$ cat src/sv/serial_register_slave_macros.svh
// Assertion macros shared by the serial register slave RTL.
`ifndef SERIAL_REGISTER_SLAVE_MACROS_SVH
`define SERIAL_REGISTER_SLAVE_MACROS_SVH

// Same-cycle implication, disabled during reset.
`define SRS_ASSERT_NOW(label, clk, rst, ante, cons) \
  label: assert property (@(posedge clk) disable iff (rst) (ante) |-> (cons)) \
    else $error("srs: same-cycle check failed");

// Next-cycle implication, disabled during reset.
`define SRS_ASSERT_NEXT(label, clk, rst, ante, cons) \
  label: assert property (@(posedge clk) disable iff (rst) (ante) |=> (cons)) \
    else $error("srs: next-cycle check failed");

`endif

$ cat src/sv/srs_pkg.sv
// Types and constants for the serial register slave.
`default_nettype none

package srs_pkg;

  localparam int LEN_W = 7;

  localparam logic [7:0] TYPE_PING      = 8'd0;
  localparam logic [7:0] TYPE_READ8     = 8'd1;
  localparam logic [7:0] TYPE_READ16    = 8'd2;
  localparam logic [7:0] TYPE_READ32    = 8'd3;
  localparam logic [7:0] TYPE_RUN_READ  = 8'd4;
  localparam logic [7:0] TYPE_WRITE8    = 8'd5;
  localparam logic [7:0] TYPE_WRITE16   = 8'd6;
  localparam logic [7:0] TYPE_WRITE32   = 8'd7;
  localparam logic [7:0] TYPE_RUN_WRITE = 8'd8;

  localparam logic [7:0] RESP_BIT = 8'h80;

  typedef struct packed {
    logic [7:0]  req_type;
    logic [7:0]  src_node;
    logic [15:0] reg_addr;
    logic [7:0]  run_count;
    logic [7:0]  byte_index;
    logic [7:0]  write_byte;
  } req_t;

  typedef struct packed {
    logic [7:0]       reply_dest;
    logic [7:0]       reply_from;
    logic [7:0]       reply_code;
    logic [LEN_W-1:0] reply_len;
    logic [7:0]       read_byte;
    logic             last_result;
  } rsp_t;

  typedef enum logic [1:0] {
    ST_CLEAR,
    ST_IDLE,
    ST_RDATA,
    ST_ACK
  } state_t;

endpackage

`default_nettype wire

$ cat src/sv/srs_regmem.sv
// Byte-wide register memory: one write port, one registered read port.
`default_nettype none

module srs_regmem #(
  parameter int DEPTH = 256,
  parameter int AW    = 8
) (
  input  wire logic          clk,
  input  wire logic          we,
  input  wire logic [AW-1:0] waddr,
  input  wire logic [7:0]    wdata,
  input  wire logic          re,
  input  wire logic [AW-1:0] raddr,
  output      logic [7:0]    rdata
);

  logic [7:0] mem [DEPTH];

  always_ff @(posedge clk) begin
    if (we) begin
      mem[waddr] <= wdata;
    end
  end

  always_ff @(posedge clk) begin
    if (re) begin
      rdata <= mem[raddr];
    end
  end

endmodule

`default_nettype wire

$ cat src/sv/serial_register_slave.sv
// Serial register slave top level: request decode, read burst control, reply register.
//
// After reset the block sweeps the register memory to zero, one entry per cycle,
// so req_ready stays low until the sweep is done; node_id writes are taken during
// that time. A ping or a write byte that completes a write goes through the ACK
// state, which loads the reply register; a write byte that is not the last gets
// no reply. A read of n bytes gives n replies, one byte per cycle from the single read
// port of the memory while the reply register is free to take it. One request is
// worked on at a time; the next is taken once the last reply of the previous one
// sits in the reply register. Requests that are out of range, have a zero or
// oversized count, or carry an unknown type are dropped with no reply.
`default_nettype none
`include "serial_register_slave_macros.svh"

module serial_register_slave import srs_pkg::*; #(
  parameter int REG_COUNT   = 256,
  parameter int MAX_PAYLOAD = 64
) (
  input  wire logic       clk,
  input  wire logic       rst,
  input  wire logic       cfg_wr_en,
  input  wire logic [7:0] cfg_wr_data,
  input  wire logic       req_valid,
  output      logic       req_ready,
  input  wire req_t       req,
  output      logic       rsp_valid,
  input  wire logic       rsp_ready,
  output      rsp_t       rsp
);

  localparam int AW = $clog2(REG_COUNT);
  localparam logic [16:0]      REG_LIMIT = 17'(REG_COUNT);
  localparam logic [AW-1:0]    CLR_LAST  = AW'(REG_COUNT - 1);
  localparam logic [7:0]       RUN_MAX   = 8'(MAX_PAYLOAD);

  state_t state, state_next;

  logic [7:0]       node_id;
  logic [AW-1:0]    clr_addr;
  logic [7:0]       hdr_dest;
  logic [7:0]       hdr_code;
  logic [LEN_W-1:0] rd_len;
  logic [LEN_W-1:0] rd_idx;
  logic [AW-1:0]    cur_addr;

  logic [LEN_W-1:0] req_len;
  logic             is_ping, is_read, is_write;
  logic [16:0]      last_addr;
  logic [16:0]      wr_addr_full;
  logic             in_range, idx_ok, wr_ok, ack_write;

  logic             mem_we, mem_re;
  logic [AW-1:0]    mem_waddr, mem_raddr;
  logic [7:0]       mem_wdata, mem_rdata;

  logic             out_free, rsp_load, hdr_load, burst_step, clr_step, rd_last;
  rsp_t             rsp_next;

  srs_regmem #(
    .DEPTH (REG_COUNT),
    .AW    (AW)
  ) u_regmem (
    .clk   (clk),
    .we    (mem_we),
    .waddr (mem_waddr),
    .wdata (mem_wdata),
    .re    (mem_re),
    .raddr (mem_raddr),
    .rdata (mem_rdata)
  );

  // request decode
  always_comb begin
    unique case (req.req_type)
      TYPE_READ8, TYPE_WRITE8:   req_len = LEN_W'(1);
      TYPE_READ16, TYPE_WRITE16: req_len = LEN_W'(2);
      TYPE_READ32, TYPE_WRITE32: req_len = LEN_W'(4);
      TYPE_RUN_READ, TYPE_RUN_WRITE: begin
        req_len = (req.run_count != 8'd0 && req.run_count <= RUN_MAX) ?
                  req.run_count[LEN_W-1:0] : '0;
      end
      default: req_len = '0;
    endcase
  end

  assign is_ping  = req.req_type == TYPE_PING;
  assign is_read  = req.req_type >= TYPE_READ8 && req.req_type <= TYPE_RUN_READ;
  assign is_write = req.req_type >= TYPE_WRITE8 && req.req_type <= TYPE_RUN_WRITE;

  assign last_addr    = {1'b0, req.reg_addr} + 17'(req_len) - 17'd1;
  assign in_range     = req_len != '0 && last_addr < REG_LIMIT;
  assign idx_ok       = req.byte_index < 8'(req_len);
  assign wr_ok        = is_write && in_range && idx_ok;
  assign ack_write    = wr_ok && req.byte_index == 8'(req_len) - 8'd1;
  assign wr_addr_full = {1'b0, req.reg_addr} + 17'(req.byte_index);

  assign out_free = !rsp_valid || rsp_ready;
  assign rd_last  = rd_idx == rd_len - LEN_W'(1);

  always_ff @(posedge clk) begin
    if (rst) begin
      state <= ST_CLEAR;
    end else begin
      state <= state_next;
    end
  end

  always_comb begin
    state_next = state;
    req_ready  = 1'b0;
    mem_we     = 1'b0;
    mem_waddr  = clr_addr;
    mem_wdata  = 8'd0;
    mem_re     = 1'b0;
    mem_raddr  = req.reg_addr[AW-1:0];
    rsp_load   = 1'b0;
    hdr_load   = 1'b0;
    burst_step = 1'b0;
    clr_step   = 1'b0;
    rsp_next   = rsp;
    unique case (state)
      ST_CLEAR: begin
        mem_we = 1'b1;
        if (clr_addr == CLR_LAST) begin
          state_next = ST_IDLE;
        end else begin
          clr_step = 1'b1;
        end
      end
      ST_IDLE: begin
        req_ready = 1'b1;
        if (req_valid) begin
          hdr_load = 1'b1;
          priority if (is_ping) begin
            state_next = ST_ACK;
          end else if (is_read && in_range) begin
            mem_re     = 1'b1;
            state_next = ST_RDATA;
          end else if (wr_ok) begin
            mem_we    = 1'b1;
            mem_waddr = wr_addr_full[AW-1:0];
            mem_wdata = req.write_byte;
            if (ack_write) begin
              state_next = ST_ACK;
            end
          end else begin
            // dropped request
            state_next = ST_IDLE;
          end
        end
      end
      ST_RDATA: begin
        mem_raddr = cur_addr + AW'(1);
        if (out_free) begin
          rsp_load = 1'b1;
          rsp_next = '{reply_dest: hdr_dest, reply_from: node_id, reply_code: hdr_code,
                       reply_len: rd_len, read_byte: mem_rdata, last_result: rd_last};
          if (rd_last) begin
            state_next = ST_IDLE;
          end else begin
            mem_re     = 1'b1;
            burst_step = 1'b1;
          end
        end
      end
      ST_ACK: begin
        if (out_free) begin
          rsp_load   = 1'b1;
          rsp_next   = '{reply_dest: hdr_dest, reply_from: node_id, reply_code: hdr_code,
                         reply_len: '0, read_byte: 8'd0, last_result: 1'b1};
          state_next = ST_IDLE;
        end
      end
      default: state_next = ST_CLEAR;
    endcase
  end

  always_ff @(posedge clk) begin
    if (rst) begin
      node_id   <= 8'd0;
      clr_addr  <= '0;
      rsp_valid <= 1'b0;
    end else begin
      if (cfg_wr_en) begin
        node_id <= cfg_wr_data;
      end
      if (clr_step) begin
        clr_addr <= clr_addr + AW'(1);
      end
      if (rsp_load) begin
        rsp_valid <= 1'b1;
      end else if (rsp_ready) begin
        rsp_valid <= 1'b0;
      end
    end
  end

  always_ff @(posedge clk) begin
    if (rsp_load) begin
      rsp <= rsp_next;
    end
    if (hdr_load) begin
      hdr_dest <= req.src_node;
      hdr_code <= RESP_BIT | req.req_type;
      rd_len   <= req_len;
      rd_idx   <= '0;
      cur_addr <= req.reg_addr[AW-1:0];
    end else if (burst_step) begin
      rd_idx   <= rd_idx + LEN_W'(1);
      cur_addr <= cur_addr + AW'(1);
    end
  end

  `SRS_ASSERT_NOW(a_no_reply_while_clearing, clk, rst, state == ST_CLEAR, !rsp_valid)
  `SRS_ASSERT_NOW(a_burst_index_in_len, clk, rst, state == ST_RDATA, rd_idx < rd_len)
  `SRS_ASSERT_NOW(a_write_only_clear_or_idle, clk, rst, mem_we,
                  state == ST_CLEAR || state == ST_IDLE)
  `SRS_ASSERT_NEXT(a_last_returns_idle, clk, rst, rsp_load && rsp_next.last_result,
                   state == ST_IDLE)
  `SRS_ASSERT_NOW(a_reply_code_marked, clk, rst, rsp_valid, rsp.reply_code[7])

endmodule

`default_nettype wire
$ cat config.mk
export PLATFORM = sky130hd
export DESIGN_NAME = serial_register_slave
export DESIGN_NICKNAME = d
export VERILOG_FILES = /design/src/sv/srs_pkg.sv /design/src/sv/srs_regmem.sv /design/src/sv/serial_register_slave.sv
export VERILOG_INCLUDE_DIRS = /design/src /design/src/sv
export SDC_FILE = /design/constraint.sdc
export NUM_CORES = 2
export LEC_CHECK = 0
export BUFFER_PORTS_ARGS = -buffer_cell sky130_fd_sc_hd__buf_4
export CAP_MARGIN = 5
export CELL_PAD_IN_SITES_DETAIL_PLACEMENT = 0
export CELL_PAD_IN_SITES_GLOBAL_PLACEMENT = 1
export CORE_ASPECT_RATIO = 2
export CORE_MARGIN = 2
export CORE_UTILIZATION = 45
export CTS_BUF_LIST = sky130_fd_sc_hd__clkbuf_8
export CTS_CLUSTER_SIZE = 30
export DETAILED_ROUTE_END_ITERATION = 6
export GPL_ROUTABILITY_DRIVEN = 0
export PLACE_DENSITY_LB_ADDON = 0.1
export SKIP_LAST_GASP = 1
export SYNTH_ARGS = -nofsm -noshare
export SYNTH_HDL_FRONTEND = slang
export SYNTH_SLANG_ARGS = --single-unit
export TNS_END_PERCENT = 10
$ cat constraint.sdc
create_clock -name clk -period 13.6 [get_ports clk]
set_input_delay 1.36 -clock clk [delete_from_list [all_inputs] [get_ports clk]]
set_output_delay 1.36 -clock clk [all_outputs]
set_load 0.02 [all_outputs]
==> results.toml <==
[run_status]
status = "completed"

[routing]
drt_iter0_markers = 3124
post_drt_wl_per_cell_um = 30.6
vias = 46900
vias_per_cell = 5.51
ant_nets = 0
firstDrtPassIters = 6
drc = 0
drt_wl_total_mm = 260

[critical_path]
critical_path_class = "in2reg"
crit_fanout = 26
startpoint_type = "input pin"
rr_endpoint = "u_regmem.rdata[3]"
reg2reg_from = "state[0]"
worst_r2r_path_depth = 13
crit_path_end_kind = "flop"
reg2reg_slack_ns = 7.01
critical_path_required_ns = 14.16
worst_ep_arrival_time_ns = 8.72

[logic_synthesis]
ys_seq_area_frac = 0.699
synth-edff-count = 2125
synth_seq_cells = 2151
yosysTopAreaCellShare = 0.694
async_flop_share = 0
synth.avg_cell_area_um2 = 17.1
synth_nets = 5485
synth_area_leader_cell = "edfxtp_1"
synthCells = 5372
synth_area_um2 = 92000
synth.area.top_cells = "edfxtp_1 (69%), mux2i_1 (22%), a21oi_1 (1.4%)"
yosys_warnings = 0
yosysUniqueCellTypes = 88
synth_ff_type = "edfxtp_1"

[global_routing]
grt_max_degree = 131
grt_pass1_wl_mm = 363
antenna_found_initial = 5
grt_overflow = 0
grt_pass1_vias = 49900
grtUsageTotal = 0.249

[layout]
drive_above_1_share = 0.129
area_growth_pct = 10.7
stdcell_count = 8516
fillers = 17100
fin_nets = 5679

[min_path]
holdPathEnd = "rsp[32]"
hp-class = "reg2reg"
whs_path_depth = 0
worstHoldStart = "hdr_dest[0]"

[cts]
ctsHoldBuffers = 0
clk_pin_slew_ns = 0.06
numClockSinks = 2151
cts_resized = 0
numCtsBuffers = 301
htreeDepth = 5
post_cts_buffers = 0
clk_latency_ns = 0.96
root_buffer = "clkbuf_8"
cts_buffer_depth = 4
cts_tree = "built"

[die]
ios = 111
die_h_um = 643
initial_core_util = 0.453
die_w_um = 324
rows = 234
dieArea_um2 = 208000
coreArea_um2 = 203000

[sta]
max_freq_mhz = 123
rsz0062_at_grt = "false"
fin_worst_skew_ns = 0.0469
finalSetupTns_ns = 0
fin_crit_ns = 8.16
slew_headroom = 0.225
whs_ns = 0.412
worst_slew_pin_slew_ns = 1.16
slew_violations = 0
setup_viol_count_final = 0
fin_crit_sh = 0.600
hold_viol = 0

[run]
cap_viol_max_count = 0

[placement]
dp_cells = 7977
io_buffers = 109
dp_hpwl_mm = 170

[pwr]
vdd_ir_drop_max_mv = 0.0966
leakage_nw = 35.2
powerDensity_nw_per_um2 = 130
-- routing by layer --
metal  GRT usage  vias up  part of all wire
met5           0        -                 0
met4       0.105        0             0.045
met3      0.0281      433             0.034
met2       0.485     1131              0.57
met1       0.266    24000              0.35
li1            -    21400                 -
-- cells by family after synthesis --
kind of cell               count (synthesis)  share of synthesized area
AOI/OAI and AO/OA                        388                     0.0259
DFF                                     2151                      0.699
other                                      1                  0.0000408
xor gates and xnor gates                  46                    0.00438
muxes                                   2071                      0.226
buffers and inverters                    374                     0.0197
adders and majority gates                 44                    0.00607
and+or+nand+nor                          297                     0.0186
-- cells in the final DEF (no fill, tap or decap), drive strengths merged, types with 28 or more instances in the layout --
cell type,instances
inv,121
mux2i,2069
clkbuf,310
nand2,44
buf,206
a21oi,302
edfxtp,2125
clkinv,112
nor2,98
bufinv,28
ha,43
-- metrics by stage --
stage,worst slack (ns),total power [mW],area (um2),utilization
2_1_floorplan,4.31,7.91,92000,-
3_3_place_gp,4.59,8.27,95800,0.472
3_5_place_dp,4.53,8.27,95800,0.472
4_1_cts,5.55,13.3,102000,0.501
5_1_grt,5.13,13.6,102000,0.501
6_report,5.44,13.2,102000,0.501
-- flip-flops by register name, summed over array words and instances, names as in the netlist, 8 cells and up --
signal,cells
hdr_dest,8
rsp,39
u_regmem.rdata,8
u_regmem.mem,2048
clr_addr,8
node_id,8
cur_addr,8
-- Yosys cell counts (all sizes together) (3+ instances only) --
library cell,count
a2111oi,4
a211o,3
a21o,5
a21oi,302
a221oi,3
a31oi,3
a41o,3
and2,11
and3,5
and4,3
buf,183
clkbuf,131
dfxtp,26
edfxtp,2125
ha,43
inv,58
mux2i,2069
nand2,44
nand2b,8
nand3,22
nand3b,4
nand4,16
nor2,98
nor2b,15
nor3,24
nor4,4
o211ai,5
o21a,8
o21ai,14
o21bai,6
o31ai,3
or2b,4
or3,24
or4,4
or4b,4
xnor2,26
xor2,20
-- cell type report --
| class | count | area, um2 | share of cell area |
|---|---|---|---|
| Clock inverter | 222 | 1750 | 0.0171 |
| Tap cell | 2714 | 3400 | 0.0333 |
| Antenna cell | 7 | 17.5 | 0.000172 |
| Inverter | 59 | 221 | 0.00217 |
| Sequential cell | 2151 | 64300 | 0.632 |
| Multi-Input combinational cell | 2847 | 26200 | 0.257 |
| Timing Repair Buffer | 206 | 1710 | 0.0168 |
| Clock buffer | 310 | 4270 | 0.0419 |
-- how the worst max path moves through the flow --
stage	slack [ns]	end	startpoint
6_report	5.44	u_regmem.mem[254][2]	req[53]
3_5_place_dp	4.53	u_regmem.mem[254][1]	req[53]
3_3_place_gp	4.59	u_regmem.mem[49][0]	req[53]
4_1_cts	5.55	u_regmem.mem[254][2]	req[53]
2_1_floorplan	4.31	u_regmem.mem[0][0]	req[53]
5_1_grt	5.13	u_regmem.mem[98][1]	req[53]
-- critical path: stages --
cell	delay, ns
buf_4	0.11
or4_4	0.63
nor3_2	0.55
a31oi_1	0.41
ha_1	0.41
inv_1	0.05
ha_1	0.29
nand4bb_1	0.14
nor4_2	0.36
a21oi_2	0.09
or3b_1	0.39
a311o_1	0.43
a2111oi_4	0.47
and3_4	0.61
buf_4	0.74
mux2i_4	0.69
buf_4	0.53
a21oi_1	0.31
-- power breakdown --
part           internal [mW]  switching [mW]  leakage (nW)
registers               7.22          0.0225          16.9
logic                  0.290           0.580          15.0
clock network           2.67            2.43          3.26
total                   10.2            3.03          35.2
No activity file was read; power rests on OpenSTA's default activity.
